[src/rtl/core/pidc_pkg.sv]
// Widths, constants and codes of the PID pump speed controller.
package pidc_pkg;

  localparam int TEMP_W  = 16;
  localparam int GAIN_W  = 16;
  localparam int SPD_W   = 10;
  localparam int MODE_W  = 4;
  localparam int INT_W   = 20;
  localparam int DER_W   = 24;
  localparam int ERR_W   = TEMP_W + 1;
  localparam int ISUM_W  = TEMP_W + 2;
  // widest multiplicand: derivative sample minus filtered derivative
  localparam int MC_W    = DER_W + 2;
  localparam int ACC_W   = MC_W + 1;
  localparam int WW      = 28;
  localparam int FRAC    = 8;
  localparam int CNT_W   = $clog2(GAIN_W);
  localparam int ADDR_W  = 5;
  localparam int DATA_W  = 32;

  localparam int MAX_SPEED   = 1023;
  localparam int IDLE_SPEED  = 128;
  localparam int PURGE_SPEED = 1023;
  localparam int HYST_UPPER  = 20480;
  localparam int HYST_LOWER  = 20352;
  localparam int ALPHA_Q16   = 9830;
  localparam int FIELD_MAX   = 2**SPD_W - 1;

  localparam logic [GAIN_W-1:0]        ALPHA    = GAIN_W'(ALPHA_Q16);
  localparam logic signed [WW-1:0]     MAX_Q    = WW'(MAX_SPEED * 256);
  localparam logic signed [WW-1:0]     IDLE_Q   = WW'(IDLE_SPEED * 256);
  localparam logic signed [WW-1:0]     PID_TOP  =
    WW'((MAX_SPEED > FIELD_MAX) ? FIELD_MAX : MAX_SPEED);
  localparam logic [SPD_W-1:0]         FLUSH_OUT =
    SPD_W'((PURGE_SPEED > FIELD_MAX) ? FIELD_MAX : PURGE_SPEED);
  localparam logic [SPD_W-1:0]         IDLE_OUT  =
    SPD_W'((IDLE_SPEED > FIELD_MAX) ? FIELD_MAX : IDLE_SPEED);
  localparam logic signed [TEMP_W-1:0] HYST_HI  = TEMP_W'(HYST_UPPER);
  localparam logic signed [TEMP_W-1:0] HYST_LO  = TEMP_W'(HYST_LOWER);

  localparam logic signed [WW-1:0] INT_MAX = WW'(2**(INT_W-1) - 1);
  localparam logic signed [WW-1:0] INT_MIN = WW'(-(2**(INT_W-1)));
  localparam logic signed [WW-1:0] DER_MAX = WW'(2**(DER_W-1) - 1);
  localparam logic signed [WW-1:0] DER_MIN = WW'(-(2**(DER_W-1)));

  localparam logic signed [TEMP_W-1:0] SETPOINT_RST = TEMP_W'(19968);
  localparam logic [MODE_W-1:0]        MODES_RST    = MODE_W'(5);

  typedef enum logic [ADDR_W-3:0] {
    REG_SETPOINT,
    REG_P_GAIN,
    REG_I_GAIN_STEP,
    REG_D_GAIN_RATE,
    REG_PUMP_MODES,
    REG_MANUAL_REFLUX,
    REG_MANUAL_PRODUCT
  } reg_idx_t;

  typedef enum logic [1:0] {
    PUMP_STOP,
    PUMP_ACTIVE,
    PUMP_MANUAL,
    PUMP_STOP_ALT
  } pump_mode_t;

endpackage

[src/rtl/core/pid_pump_speed_controller_unit.sv]
// PID pump speed controller: bit-serial PID core, pump mode selection and config registers.
//
// Input channel: one head temperature sample (in_head_temp, signed Q8.8) per beat,
// taken when in_valid is high and in_stall is low. in_stall is high while an
// update is in progress.
// Output channel: one beat per sample carrying the reflux speed, the product
// speed and the clamped PID output, held in an output register until taken.
// Sequence: after a sample is taken the controller runs two passes of the
// bit-serial multipliers, one bit of gain per cycle: the P, I and D products run
// side by side in the first pass, the derivative filter product in the second.
// A new sample is taken only after the result has gone into the output register.
// Config: APB-style port, registers at byte address 4*index, pready tied high.
// Write registers only while no update is in flight.
// Reset: synchronous, active low; registers return to their defaults, the
// controller state clears and the output register empties.
// When the receiver stalls, the finished update waits in the last step until the
// output register frees up; a new sample can be taken while a beat is pending.
module pid_pump_speed_controller_unit
  import pidc_pkg::*;
(
  input  logic                     clk,
  input  logic                     rst_n,
  input  logic                     in_valid,
  output logic                     in_stall,
  input  logic signed [TEMP_W-1:0] in_head_temp,
  output logic                     out_valid,
  input  logic                     out_stall,
  output logic [SPD_W-1:0]         out_reflux_speed,
  output logic [SPD_W-1:0]         out_product_speed,
  output logic [SPD_W-1:0]         out_pid_output,
  input  logic                     psel,
  input  logic                     penable,
  input  logic                     pwrite,
  input  logic [ADDR_W-1:0]        paddr,
  input  logic [DATA_W-1:0]        pwdata,
  output logic [DATA_W-1:0]        prdata,
  output logic                     pready
);

  localparam int LANES  = 3;
  localparam int LANE_P = 0;
  localparam int LANE_I = 1;
  localparam int LANE_D = 2;

  typedef enum logic [2:0] {
    S_IDLE,
    S_MUL1,
    S_POST1,
    S_MUL2,
    S_DER,
    S_OUT
  } state_t;

  // configuration registers
  logic signed [TEMP_W-1:0] setpoint_r;
  logic [GAIN_W-1:0]        p_gain_r;
  logic [GAIN_W-1:0]        i_gain_r;
  logic [GAIN_W-1:0]        d_gain_r;
  logic [MODE_W-1:0]        pump_modes_r;
  logic [SPD_W-1:0]         man_reflux_r;
  logic [SPD_W-1:0]         man_product_r;

  // controller state
  logic signed [INT_W-1:0]  integral_r;
  logic signed [DER_W-1:0]  filt_r;
  logic signed [ERR_W-1:0]  last_err_r;
  logic signed [TEMP_W-1:0] last_temp_r;
  logic [SPD_W-1:0]         held_r;

  // sequencing
  state_t                   state_r;
  logic [CNT_W-1:0]         cnt_r;
  logic                     out_valid_r;

  // working registers
  logic signed [TEMP_W-1:0] temp_r;
  logic signed [ERR_W-1:0]  err_r;
  logic signed [MC_W-1:0]   mc_r  [LANES];
  logic [GAIN_W-1:0]        ml_r  [LANES];
  logic signed [ACC_W-1:0]  acc_r [LANES];
  logic [GAIN_W-1:0]        pl_r  [LANES];
  logic signed [WW-1:0]     prop_r;
  logic signed [WW-1:0]     isum_r;
  logic signed [WW-1:0]     ihi_r;
  logic signed [WW-1:0]     ilo_r;
  logic signed [WW-1:0]     psum_r;
  logic [SPD_W-1:0]         reflux_r;
  logic [SPD_W-1:0]         pid_r;

  // ---------------------------------------------------------------- config port
  reg_idx_t wr_idx;
  logic     wr_en;

  assign pready = 1'b1;
  assign wr_idx = reg_idx_t'(paddr[ADDR_W-1:2]);
  assign wr_en  = psel && penable && pwrite;

  always_ff @(posedge clk) begin
    if (!rst_n) begin
      setpoint_r    <= SETPOINT_RST;
      p_gain_r      <= '0;
      i_gain_r      <= '0;
      d_gain_r      <= '0;
      pump_modes_r  <= MODES_RST;
      man_reflux_r  <= '0;
      man_product_r <= '0;
    end else if (wr_en) begin
      case (wr_idx)
        REG_SETPOINT:       setpoint_r    <= pwdata[TEMP_W-1:0];
        REG_P_GAIN:         p_gain_r      <= pwdata[GAIN_W-1:0];
        REG_I_GAIN_STEP:    i_gain_r      <= pwdata[GAIN_W-1:0];
        REG_D_GAIN_RATE:    d_gain_r      <= pwdata[GAIN_W-1:0];
        REG_PUMP_MODES:     pump_modes_r  <= pwdata[MODE_W-1:0];
        REG_MANUAL_REFLUX:  man_reflux_r  <= pwdata[SPD_W-1:0];
        REG_MANUAL_PRODUCT: man_product_r <= pwdata[SPD_W-1:0];
        default: ;
      endcase
    end
  end

  always_comb begin
    prdata = '0;
    case (wr_idx)
      REG_SETPOINT:       prdata = DATA_W'($unsigned(setpoint_r));
      REG_P_GAIN:         prdata = DATA_W'(p_gain_r);
      REG_I_GAIN_STEP:    prdata = DATA_W'(i_gain_r);
      REG_D_GAIN_RATE:    prdata = DATA_W'(d_gain_r);
      REG_PUMP_MODES:     prdata = DATA_W'(pump_modes_r);
      REG_MANUAL_REFLUX:  prdata = DATA_W'(man_reflux_r);
      REG_MANUAL_PRODUCT: prdata = DATA_W'(man_product_r);
      default:            prdata = '0;
    endcase
  end

  // ---------------------------------------------------------------- datapath
  logic signed [ERR_W-1:0]  err_in;
  logic signed [ISUM_W-1:0] isum_in;
  logic signed [ERR_W-1:0]  dtemp_in;
  logic signed [ACC_W:0]    lane_add [LANES];
  logic signed [ACC_W:0]    lane_sum [LANES];
  logic signed [WW-1:0]     prop_w;
  logic signed [WW-1:0]     iterm_w;
  logic signed [WW-1:0]     raw_w;
  logic signed [WW-1:0]     integ_w;
  logic signed [WW-1:0]     der_w;
  logic signed [WW-1:0]     total_w;
  logic signed [WW-1:0]     quot_w;
  logic [SPD_W-1:0]         pid_w;
  logic [SPD_W-1:0]         reflux_w;
  logic [SPD_W-1:0]         product_w;
  logic                     out_load;
  state_t                   state_nxt;
  pump_mode_t               rmode;
  pump_mode_t               pmode;

  assign err_in   = ERR_W'(in_head_temp) - ERR_W'(setpoint_r);
  assign isum_in  = ISUM_W'(err_in) + ISUM_W'(last_err_r);
  assign dtemp_in = ERR_W'(in_head_temp) - ERR_W'(last_temp_r);

  // serial multiply step: add the multiplicand under the current gain bit,
  // then shift one product bit out of the accumulator
  always_comb begin
    for (int k = 0; k < LANES; k++) begin
      lane_add[k] = ml_r[k][0] ? (ACC_W+1)'(mc_r[k]) : '0;
      lane_sum[k] = (ACC_W+1)'(acc_r[k]) + lane_add[k];
    end
  end

  // product / 256, rounded down
  assign prop_w  = WW'($signed({acc_r[LANE_P], pl_r[LANE_P][GAIN_W-1:FRAC]}));
  assign iterm_w = WW'($signed({acc_r[LANE_I], pl_r[LANE_I][GAIN_W-1:FRAC]}));
  assign raw_w   = WW'($signed({acc_r[LANE_D], pl_r[LANE_D][GAIN_W-1:FRAC]}));

  always_comb begin
    // clamp the integral so P+I stays inside the speed window, then to 20 bits
    if (isum_r > ihi_r) begin
      integ_w = ihi_r;
    end else if (isum_r < ilo_r) begin
      integ_w = ilo_r;
    end else begin
      integ_w = isum_r;
    end
    if (integ_w > INT_MAX) begin
      integ_w = INT_MAX;
    end else if (integ_w < INT_MIN) begin
      integ_w = INT_MIN;
    end

    // after the second pass the accumulator holds alpha*(raw-D) / 65536
    der_w = WW'(filt_r) + WW'(acc_r[LANE_P]);
    if (der_w > DER_MAX) begin
      der_w = DER_MAX;
    end else if (der_w < DER_MIN) begin
      der_w = DER_MIN;
    end

    total_w = psum_r + WW'(filt_r);
    quot_w  = total_w >>> FRAC;
    if (quot_w < 0) begin
      pid_w = '0;
    end else if (quot_w > PID_TOP) begin
      pid_w = SPD_W'(PID_TOP);
    end else begin
      pid_w = SPD_W'(quot_w);
    end

    rmode = pump_mode_t'(pump_modes_r[1:0]);
    pmode = pump_mode_t'(pump_modes_r[3:2]);

    case (rmode)
      PUMP_ACTIVE: reflux_w = pid_w;
      PUMP_MANUAL: reflux_w = man_reflux_r;
      default:     reflux_w = '0;
    endcase

    case (pmode)
      PUMP_ACTIVE: begin
        if (temp_r >= HYST_HI) begin
          product_w = FLUSH_OUT;
        end else if (temp_r < HYST_LO) begin
          product_w = IDLE_OUT;
        end else begin
          product_w = held_r;
        end
      end
      PUMP_MANUAL: product_w = man_product_r;
      default:     product_w = '0;
    endcase
  end

  assign out_load = !out_valid_r || !out_stall;

  always_comb begin
    state_nxt = state_r;
    case (state_r)
      S_IDLE:  if (in_valid) state_nxt = S_MUL1;
      S_MUL1:  if (cnt_r == CNT_W'(GAIN_W - 1)) state_nxt = S_POST1;
      S_POST1: state_nxt = S_MUL2;
      S_MUL2:  if (cnt_r == CNT_W'(GAIN_W - 1)) state_nxt = S_DER;
      S_DER:   state_nxt = S_OUT;
      S_OUT:   if (out_load) state_nxt = S_IDLE;
      default: state_nxt = S_IDLE;
    endcase
  end

  // sequencer, controller state and output register
  always_ff @(posedge clk) begin
    if (!rst_n) begin
      state_r     <= S_IDLE;
      cnt_r       <= '0;
      out_valid_r <= 1'b0;
      integral_r  <= '0;
      filt_r      <= '0;
      last_err_r  <= '0;
      last_temp_r <= '0;
      held_r      <= '0;
    end else begin
      state_r <= state_nxt;
      // load a new beat, else drop the one just taken
      if (state_r == S_OUT && out_load) begin
        out_valid_r <= 1'b1;
      end else if (!out_stall) begin
        out_valid_r <= 1'b0;
      end
      case (state_r)
        S_IDLE: begin
          cnt_r <= '0;
        end
        S_MUL1: begin
          cnt_r <= cnt_r + 1'b1;
        end
        S_POST1: begin
          cnt_r <= '0;
        end
        S_MUL2: begin
          cnt_r <= cnt_r + 1'b1;
          if (cnt_r == '0) begin
            integral_r <= INT_W'(integ_w);
          end
        end
        S_DER: begin
          filt_r <= DER_W'(der_w);
        end
        S_OUT: begin
          if (out_load) begin
            reflux_r    <= reflux_w;
            pid_r       <= pid_w;
            held_r      <= product_w;
            last_err_r  <= err_r;
            last_temp_r <= temp_r;
          end
        end
        default: ;
      endcase
    end
  end

  // multiplier lanes and intermediate terms
  always_ff @(posedge clk) begin
    case (state_r)
      S_IDLE: begin
        if (in_valid) begin
          temp_r         <= in_head_temp;
          err_r          <= err_in;
          mc_r[LANE_P]   <= MC_W'(err_in);
          mc_r[LANE_I]   <= MC_W'(isum_in);
          mc_r[LANE_D]   <= MC_W'(dtemp_in);
          ml_r[LANE_P]   <= p_gain_r;
          ml_r[LANE_I]   <= i_gain_r;
          ml_r[LANE_D]   <= d_gain_r;
          for (int k = 0; k < LANES; k++) begin
            acc_r[k] <= '0;
          end
        end
      end
      S_MUL1, S_MUL2: begin
        for (int k = 0; k < LANES; k++) begin
          acc_r[k] <= lane_sum[k][ACC_W:1];
          pl_r[k]  <= {lane_sum[k][0], pl_r[k][GAIN_W-1:1]};
          ml_r[k]  <= ml_r[k] >> 1;
        end
        if (state_r == S_MUL2 && cnt_r == CNT_W'(1)) begin
          psum_r <= prop_r + WW'(integral_r);
        end
      end
      S_POST1: begin
        prop_r <= prop_w;
        isum_r <= WW'(integral_r) + iterm_w;
        ihi_r  <= (prop_w < MAX_Q) ? MAX_Q - prop_w : '0;
        ilo_r  <= (prop_w > IDLE_Q) ? IDLE_Q - prop_w : '0;
        // derivative filter: D + alpha*(raw - D) / 65536 on lane P
        mc_r[LANE_P]  <= MC_W'(raw_w - WW'(filt_r));
        ml_r[LANE_P]  <= ALPHA;
        acc_r[LANE_P] <= '0;
      end
      default: ;
    endcase
  end

  assign in_stall          = (state_r != S_IDLE);
  assign out_valid         = out_valid_r;
  assign out_reflux_speed  = reflux_r;
  assign out_product_speed = held_r;
  assign out_pid_output    = pid_r;

endmodule

[config.mk]
export PLATFORM = sky130hd
export DESIGN_NAME = pid_pump_speed_controller_unit
export DESIGN_NICKNAME = d
export VERILOG_FILES = /design/src/rtl/core/pidc_pkg.sv /design/src/rtl/core/pid_pump_speed_controller_unit.sv
export SDC_FILE = /design/constraint.sdc
export NUM_CORES = 2
export LEC_CHECK = 0
export BUFFER_PORTS_ARGS = -buffer_cell sky130_fd_sc_hd__buf_2
export CORE_ASPECT_RATIO = 0.8
export CORE_UTILIZATION = 40
export CTS_CLUSTER_DIAMETER = 150
export DETAILED_ROUTE_END_ITERATION = 8
export GPL_TIMING_DRIVEN = 0
export PLACE_DENSITY = 0.66
export SLEW_MARGIN = 20
export SYNTH_ARGS = -nofsm -noshare
export SYNTH_HDL_FRONTEND = slang
export SYNTH_SLANG_ARGS = --single-unit
[constraint.sdc]
create_clock -name clk -period 6.3 [get_ports clk]
set_input_delay 0.315 -clock clk [delete_from_list [all_inputs] [get_ports clk]]
set_output_delay 0.315 -clock clk [all_outputs]
set_load 0.02 [all_outputs]
==> report_table.html <==
<table>
<tr><th>Metric</th><th>Value</th></tr>
<tr><th colspan="2">Final layout</th></tr>
<tr><td>Net count reported at finish</td><td>4,487</td></tr>
<tr><td>Number of cells in the finished layout apart from fillers</td><td>5,347</td></tr>
<tr><td>Share of final-layout standard cells stronger than drive strength 1</td><td>7.19%</td></tr>
<tr><td>Final Instance Area</td><td>41,100 sq um</td></tr>
<tr><td>Area growth, synth to finish</td><td>12.9%</td></tr>
<tr><th colspan="2">Setup path</th></tr>
<tr><td>Path type of the worst setup path</td><td>flip-flop to flip-flop</td></tr>
<tr><td>Launching element type of the critical path</td><td>flip-flop</td></tr>
<tr><td>Largest fanout of any net on the critical path</td><td>10</td></tr>
<tr><td>Critical path arrival</td><td>5400 ps</td></tr>
<tr><td>Cell Chain, Critical Path</td><td>clkbuf_1 -&gt; and2_1 -&gt; ha_1 -&gt; fa_1 -&gt; a21o_1 -&gt; a21o_1 -&gt; nand2_1 -&gt; a21oi_1 -&gt; o41ai_1 -&gt; o2111a_1 -&gt; nor3_1 -&gt; a2111oi_0 -&gt; o21ai_0 -&gt; and3_1 -&gt; nor3_1</td></tr>
<tr><td>Critical Path RT</td><td>6860 ps</td></tr>
<tr><td>Slowest library cell on the worst path</td><td>sky130_fd_sc_hd__a2111oi_0</td></tr>
<tr><td>Type of destination of the critical path</td><td>flip-flop</td></tr>
<tr><td>Critical path's largest stage delay</td><td>790 ps</td></tr>
<tr><th colspan="2">Power</th></tr>
<tr><td>Relative contribution of the clock network to total power</td><td>37.6%</td></tr>
<tr><td>Power share of the sequential group</td><td>42.5%</td></tr>
<tr><td>Share of total power in combinational logic</td><td>20.0%</td></tr>
<tr><td>Leak</td><td>16.5 nW</td></tr>
<tr><td>Internal power</td><td>0.00761 W</td></tr>
<tr><td>Pwr dens</td><td>264 nW/um^2</td></tr>
<tr><td>Peak supply drop</td><td>0.000198 V</td></tr>
<tr><td>Total net switching power</td><td>0.00326 W</td></tr>
<tr><td>Fraction of power spent switching nets</td><td>30.0%</td></tr>
<tr><th colspan="2">Route</th></tr>
<tr><td>Detailed-route vias per instance</td><td>5.58</td></tr>
<tr><td>Count of antenna-violating nets left after detailed routing</td><td>0</td></tr>
<tr><td>Post-detailed-route DRC marker count</td><td>0</td></tr>
<tr><td>Routed wire length</td><td>107,000 um</td></tr>
<tr><td>Via total after detailed routing</td><td>29.8k</td></tr>
<tr><td>Starting DRC count in detailed routing</td><td>3,443</td></tr>
<tr><td>Detail-routed net length per standard cell</td><td>20.0 um</td></tr>
<tr><td>TritonRoute pass-1 iters</td><td>5</td></tr>
<tr><th colspan="2">Place</th></tr>
<tr><td>IO buf count</td><td>87</td></tr>
<tr><td>Final weighted congestion of routability-driven global placement</td><td>0.961</td></tr>
<tr><td>Standard cell area after detailed placement</td><td>38,700 sq um</td></tr>
<tr><td>Cells after DPL</td><td>5,203</td></tr>
<tr><td>Post-detail-place hpwl</td><td>81,900 um</td></tr>
<tr><th colspan="2">Timing</th></tr>
<tr><td>Hold slack</td><td>53.5 ps</td></tr>
<tr><td>Period utilisation layout</td><td>76.9%</td></tr>
<tr><td>Measured slew at the worst slew-check pin</td><td>1200 ps</td></tr>
<tr><td>Worst-case clock skew</td><td>38.6 ps</td></tr>
<tr><td>Fin crit period</td><td>4840 ps</td></tr>
<tr><td>Unrepaired setup endpoints after global routing</td><td>no</td></tr>
<tr><td>Total count of max-transition violations in the final report</td><td>0</td></tr>
<tr><td>Max Fclk</td><td>0.206 GHz</td></tr>
<tr><td>Final total negative setup slack</td><td>0 ps</td></tr>
<tr><td>Max-Slew Margin vs Limit</td><td>18.6%</td></tr>
<tr><td>Final number of hold-violating endpoints</td><td>0</td></tr>
<tr><td>Setup Viol. Count Final</td><td>0</td></tr>
<tr><th colspan="2">Clock network</th></tr>
<tr><td>Clk_lat worst skew</td><td>640 ps</td></tr>
<tr><td>Clock transition time at the flip-flop clock pins of the worst setup and hold paths</td><td>70 ps</td></tr>
<tr><td>Total of cells resized after clock tree synthesis</td><td>0</td></tr>
<tr><td>Clock buffers created by TritonCTS</td><td>66</td></tr>
<tr><td>Clock tree from TritonCTS</td><td>done</td></tr>
<tr><td>Cell at the root of the clock tree</td><td>sky130_fd_sc_hd__clkbuf_16</td></tr>
<tr><td># clock sinks</td><td>590</td></tr>
<tr><td>Level count of the clock H-tree</td><td>3</td></tr>
<tr><td>Max clock buf depth</td><td>3</td></tr>
<tr><th colspan="2">Logic synthesis</th></tr>
<tr><td>Async set or reset register ratio after synthesis</td><td>0%</td></tr>
<tr><td>Total number of yosys warnings</td><td>0</td></tr>
<tr><td>Xor and xnor fraction of the mapped netlist area</td><td>5.67%</td></tr>
<tr><td>Sequential area share after synthesis</td><td>42.4%</td></tr>
<tr><td>Simple-gate area share of the yosys netlist</td><td>17.3%</td></tr>
<tr><td>Post-synth cell types</td><td>82</td></tr>
<tr><td>Main flop type after synthesis</td><td>sky130_fd_sc_hd__edfxtp_1</td></tr>
<tr><td>Mean instance size in the synthesized netlist</td><td>9.37 sq um</td></tr>
<tr><td>EDFF count, synth</td><td>364</td></tr>
<tr><td>Area of the mapped netlist</td><td>36,400 sq um</td></tr>
<tr><td>Synth Instances</td><td>3,887</td></tr>
<tr><td>Synthesis-stage register bit count</td><td>590</td></tr>
<tr><td>Share of synthesized area spent on multiplexers</td><td>2.54%</td></tr>
<tr><td>Combinational family with the most area after synthesis</td><td>simple AND/OR/NAND/NOR gates</td></tr>
<tr><td>Compound-Gate Fraction of Synth Area</td><td>16.2%</td></tr>
<tr><td>Adder and majority cell fraction of the synthesized area</td><td>11.7%</td></tr>
<tr><th colspan="2">Floorplanning</th></tr>
<tr><td>Die X-Extent</td><td>339 um</td></tr>
<tr><td>Core box area</td><td>89,800 sq um</td></tr>
<tr><td>Count of pins on the block boundary</td><td>125</td></tr>
<tr><td>Die outline area</td><td>92,300 sq um</td></tr>
<tr><td>Rows</td><td>98</td></tr>
<tr><td>Die Height</td><td>272 um</td></tr>
<tr><td>Effective utilization at floorplan</td><td>40.6%</td></tr>
<tr><th colspan="2">Flow run</th></tr>
<tr><td>Max-cap check violation count</td><td>0</td></tr>
<tr><th colspan="2">Global route</th></tr>
<tr><td>Sum of overflow across all layers after global routing</td><td>0</td></tr>
<tr><td>Total Routing Usage GR</td><td>22.5%</td></tr>
<tr><td>Initial antenna violation count</td><td>10</td></tr>
<tr><td>First-pass GRT wire length</td><td>161,000 um</td></tr>
<tr><td>Number of global-route vias before repair</td><td>26.7k</td></tr>
<tr><td>Maximum number of pins on one net before global-route repair</td><td>68</td></tr>
<tr><th colspan="2">Status</th></tr>
<tr><td>Status</td><td>completed</td></tr>
<tr><th colspan="2">Hold path</th></tr>
<tr><td>Worst hold path class</td><td>input pin to flip-flop</td></tr>
</table>
## logic make-up (layout without fill, tap and decap cells)
group | after synthesis | after routing
AO/OA/AOI/OAI | 924 | 924
adder cells (fa/ha/maj) | 335 | 335
other | 2 | 18
XOR/XNOR | 236 | 236
buffers and inverters | 375 | 619
multiplexers | 74 | 74
AND/OR/NAND/NOR | 1351 | 1351
flip-flops | 590 | 590
## power by group through the flow
stage	registers, W	logic, W	clock network [W]
final	0.00462	0.00217	0.00408
after global routing	0.00463	0.00238	0.00428
after CTS	0.00461	0.00213	0.00413
after detailed placement	0.00469	0.00210	0
after global placement	0.00470	0.00206	0
after floorplan	0.00460	0.00156	0
## worst max-delay path, delay by kind of cell, from the launching register on
family	cells	cell delay, ps
AND/OR/NAND/NOR	5	810
AO/OA/AOI/OAI	7	2570
buffers and inverters	1	330
flip-flops	1	400
adder cells (fa/ha/maj)	2	610
## synthesized netlist by cell type (40+ instances only)
cell type                    n  area share (%)
sky130_fd_sc_hd__a21boi_0   94             1.9
sky130_fd_sc_hd__a21o_1     77             1.6
sky130_fd_sc_hd__a21oi_1   267             3.7
sky130_fd_sc_hd__and2_1     76             1.3
sky130_fd_sc_hd__clkbuf_1  113             1.2
sky130_fd_sc_hd__dfxtp_1   226              12
sky130_fd_sc_hd__edfxtp_1  364              30
sky130_fd_sc_hd__ha_1      325              11
sky130_fd_sc_hd__inv_1     217             2.2
sky130_fd_sc_hd__mux2i_1    53             1.5
sky130_fd_sc_hd__nand2_1   492             5.1
sky130_fd_sc_hd__nand3_1    98             1.3
sky130_fd_sc_hd__nor2_1    309             3.2
sky130_fd_sc_hd__nor2b_1   105             1.8
sky130_fd_sc_hd__nor3_1     98             1.3
sky130_fd_sc_hd__o211ai_1   58             1.2
sky130_fd_sc_hd__o21a_1     40            0.82
sky130_fd_sc_hd__o21ai_0   190             2.6
sky130_fd_sc_hd__xnor2_1   148             3.6
sky130_fd_sc_hd__xor2_1     88             2.1
## per-layer routing
layer	routed length [um]	share of wire, %	GRT usage (%)	vias to the layer above
met5	34	0.032	0	-
met4	2730	2.6	5.90	4
met3	10200	9.6	3.82	170
met2	43000	40	31.5	1197
met1	50600	47	35.0	14200
li1	-	-	-	14300
## path summary, 6_finish.rpt
check                               endpoint  slack [ps]  depth (start not counted)            start
worst max-delay path            acc_r[0][25]        1460                         15       ml_r[0][0]
worst min-delay path               temp_r[1]          50                          1  in_head_temp[1]
worst max register to register  acc_r[0][25]        1460                         15       ml_r[0][0]
worst min register to register   pl_r[0][42]         460                          0      pl_r[0][43]
## placed cells by master, fill, tap and decap left out, types with 75 or more instances in the layout
cell                       instances
sky130_fd_sc_hd__dfxtp_1         226
sky130_fd_sc_hd__nor2_1          308
sky130_fd_sc_hd__ha_1            325
sky130_fd_sc_hd__o21ai_0         190
sky130_fd_sc_hd__nor2b_1         105
sky130_fd_sc_hd__buf_2            95
sky130_fd_sc_hd__xnor2_1         148
sky130_fd_sc_hd__nand3_1          98
sky130_fd_sc_hd__a21boi_0         94
sky130_fd_sc_hd__and2_1           75
sky130_fd_sc_hd__edfxtp_1        364
sky130_fd_sc_hd__a21oi_1         267
sky130_fd_sc_hd__nor3_1           98
sky130_fd_sc_hd__nand2_1         491
sky130_fd_sc_hd__inv_1           216
sky130_fd_sc_hd__a21o_1           77
sky130_fd_sc_hd__clkbuf_1        131
sky130_fd_sc_hd__xor2_1           88
## state kept, by name, indices dropped and copies added, names as in the netlist, 10 cells and up
signal / flops
prop_r: 28
setpoint_r: 16
d_gain_r: 16
last_err_r: 17
mc_r: 61
ihi_r: 28
isum_r: 28
out_pid_output: 10
out_reflux_speed: 10
integral_r: 20
temp_r: 16
err_r: 17
p_gain_r: 16
pl_r: 24
ilo_r: 28
last_temp_r: 16
acc_r: 81
i_gain_r: 16
man_product_r: 10
filt_r: 24
out_product_speed: 10
psum_r: 28
man_reflux_r: 10
ml_r: 48
## cell type report
class	instances	area, sq um
antenna	1	2.50
buffer	157	689
clock buffer	96	1950
clock inverter	26	309
fill	8512	48600
inverter	218	823
multi-input combinational	2937	19600
sequential	590	15500
tap	1200	1500
timing repair buffer	122	858
## metrics by stage
| step | total power (W) | setup WS [ps] | util [%] |
|---|---|---|---|
| 6_report | 0.0109 | 1460 | 45.8 |
| 3_3_place_gp | 0.00675 | -1150 | 42.8 |
| 5_1_grt | 0.0113 | 1100 | 45.8 |
| 2_1_floorplan | 0.00615 | 1350 | - |
| 4_1_cts | 0.0109 | 1520 | 45.8 |
| 3_5_place_dp | 0.00679 | 1530 | 43.1 |
## timing repair
action | 4_1_cts | 5_1_grt
buffers inserted | 0 | 0
endpoints found under the hold margin | 31 | 0
hold buffers | 21 | 0
(Power assumes the default switching activity.)
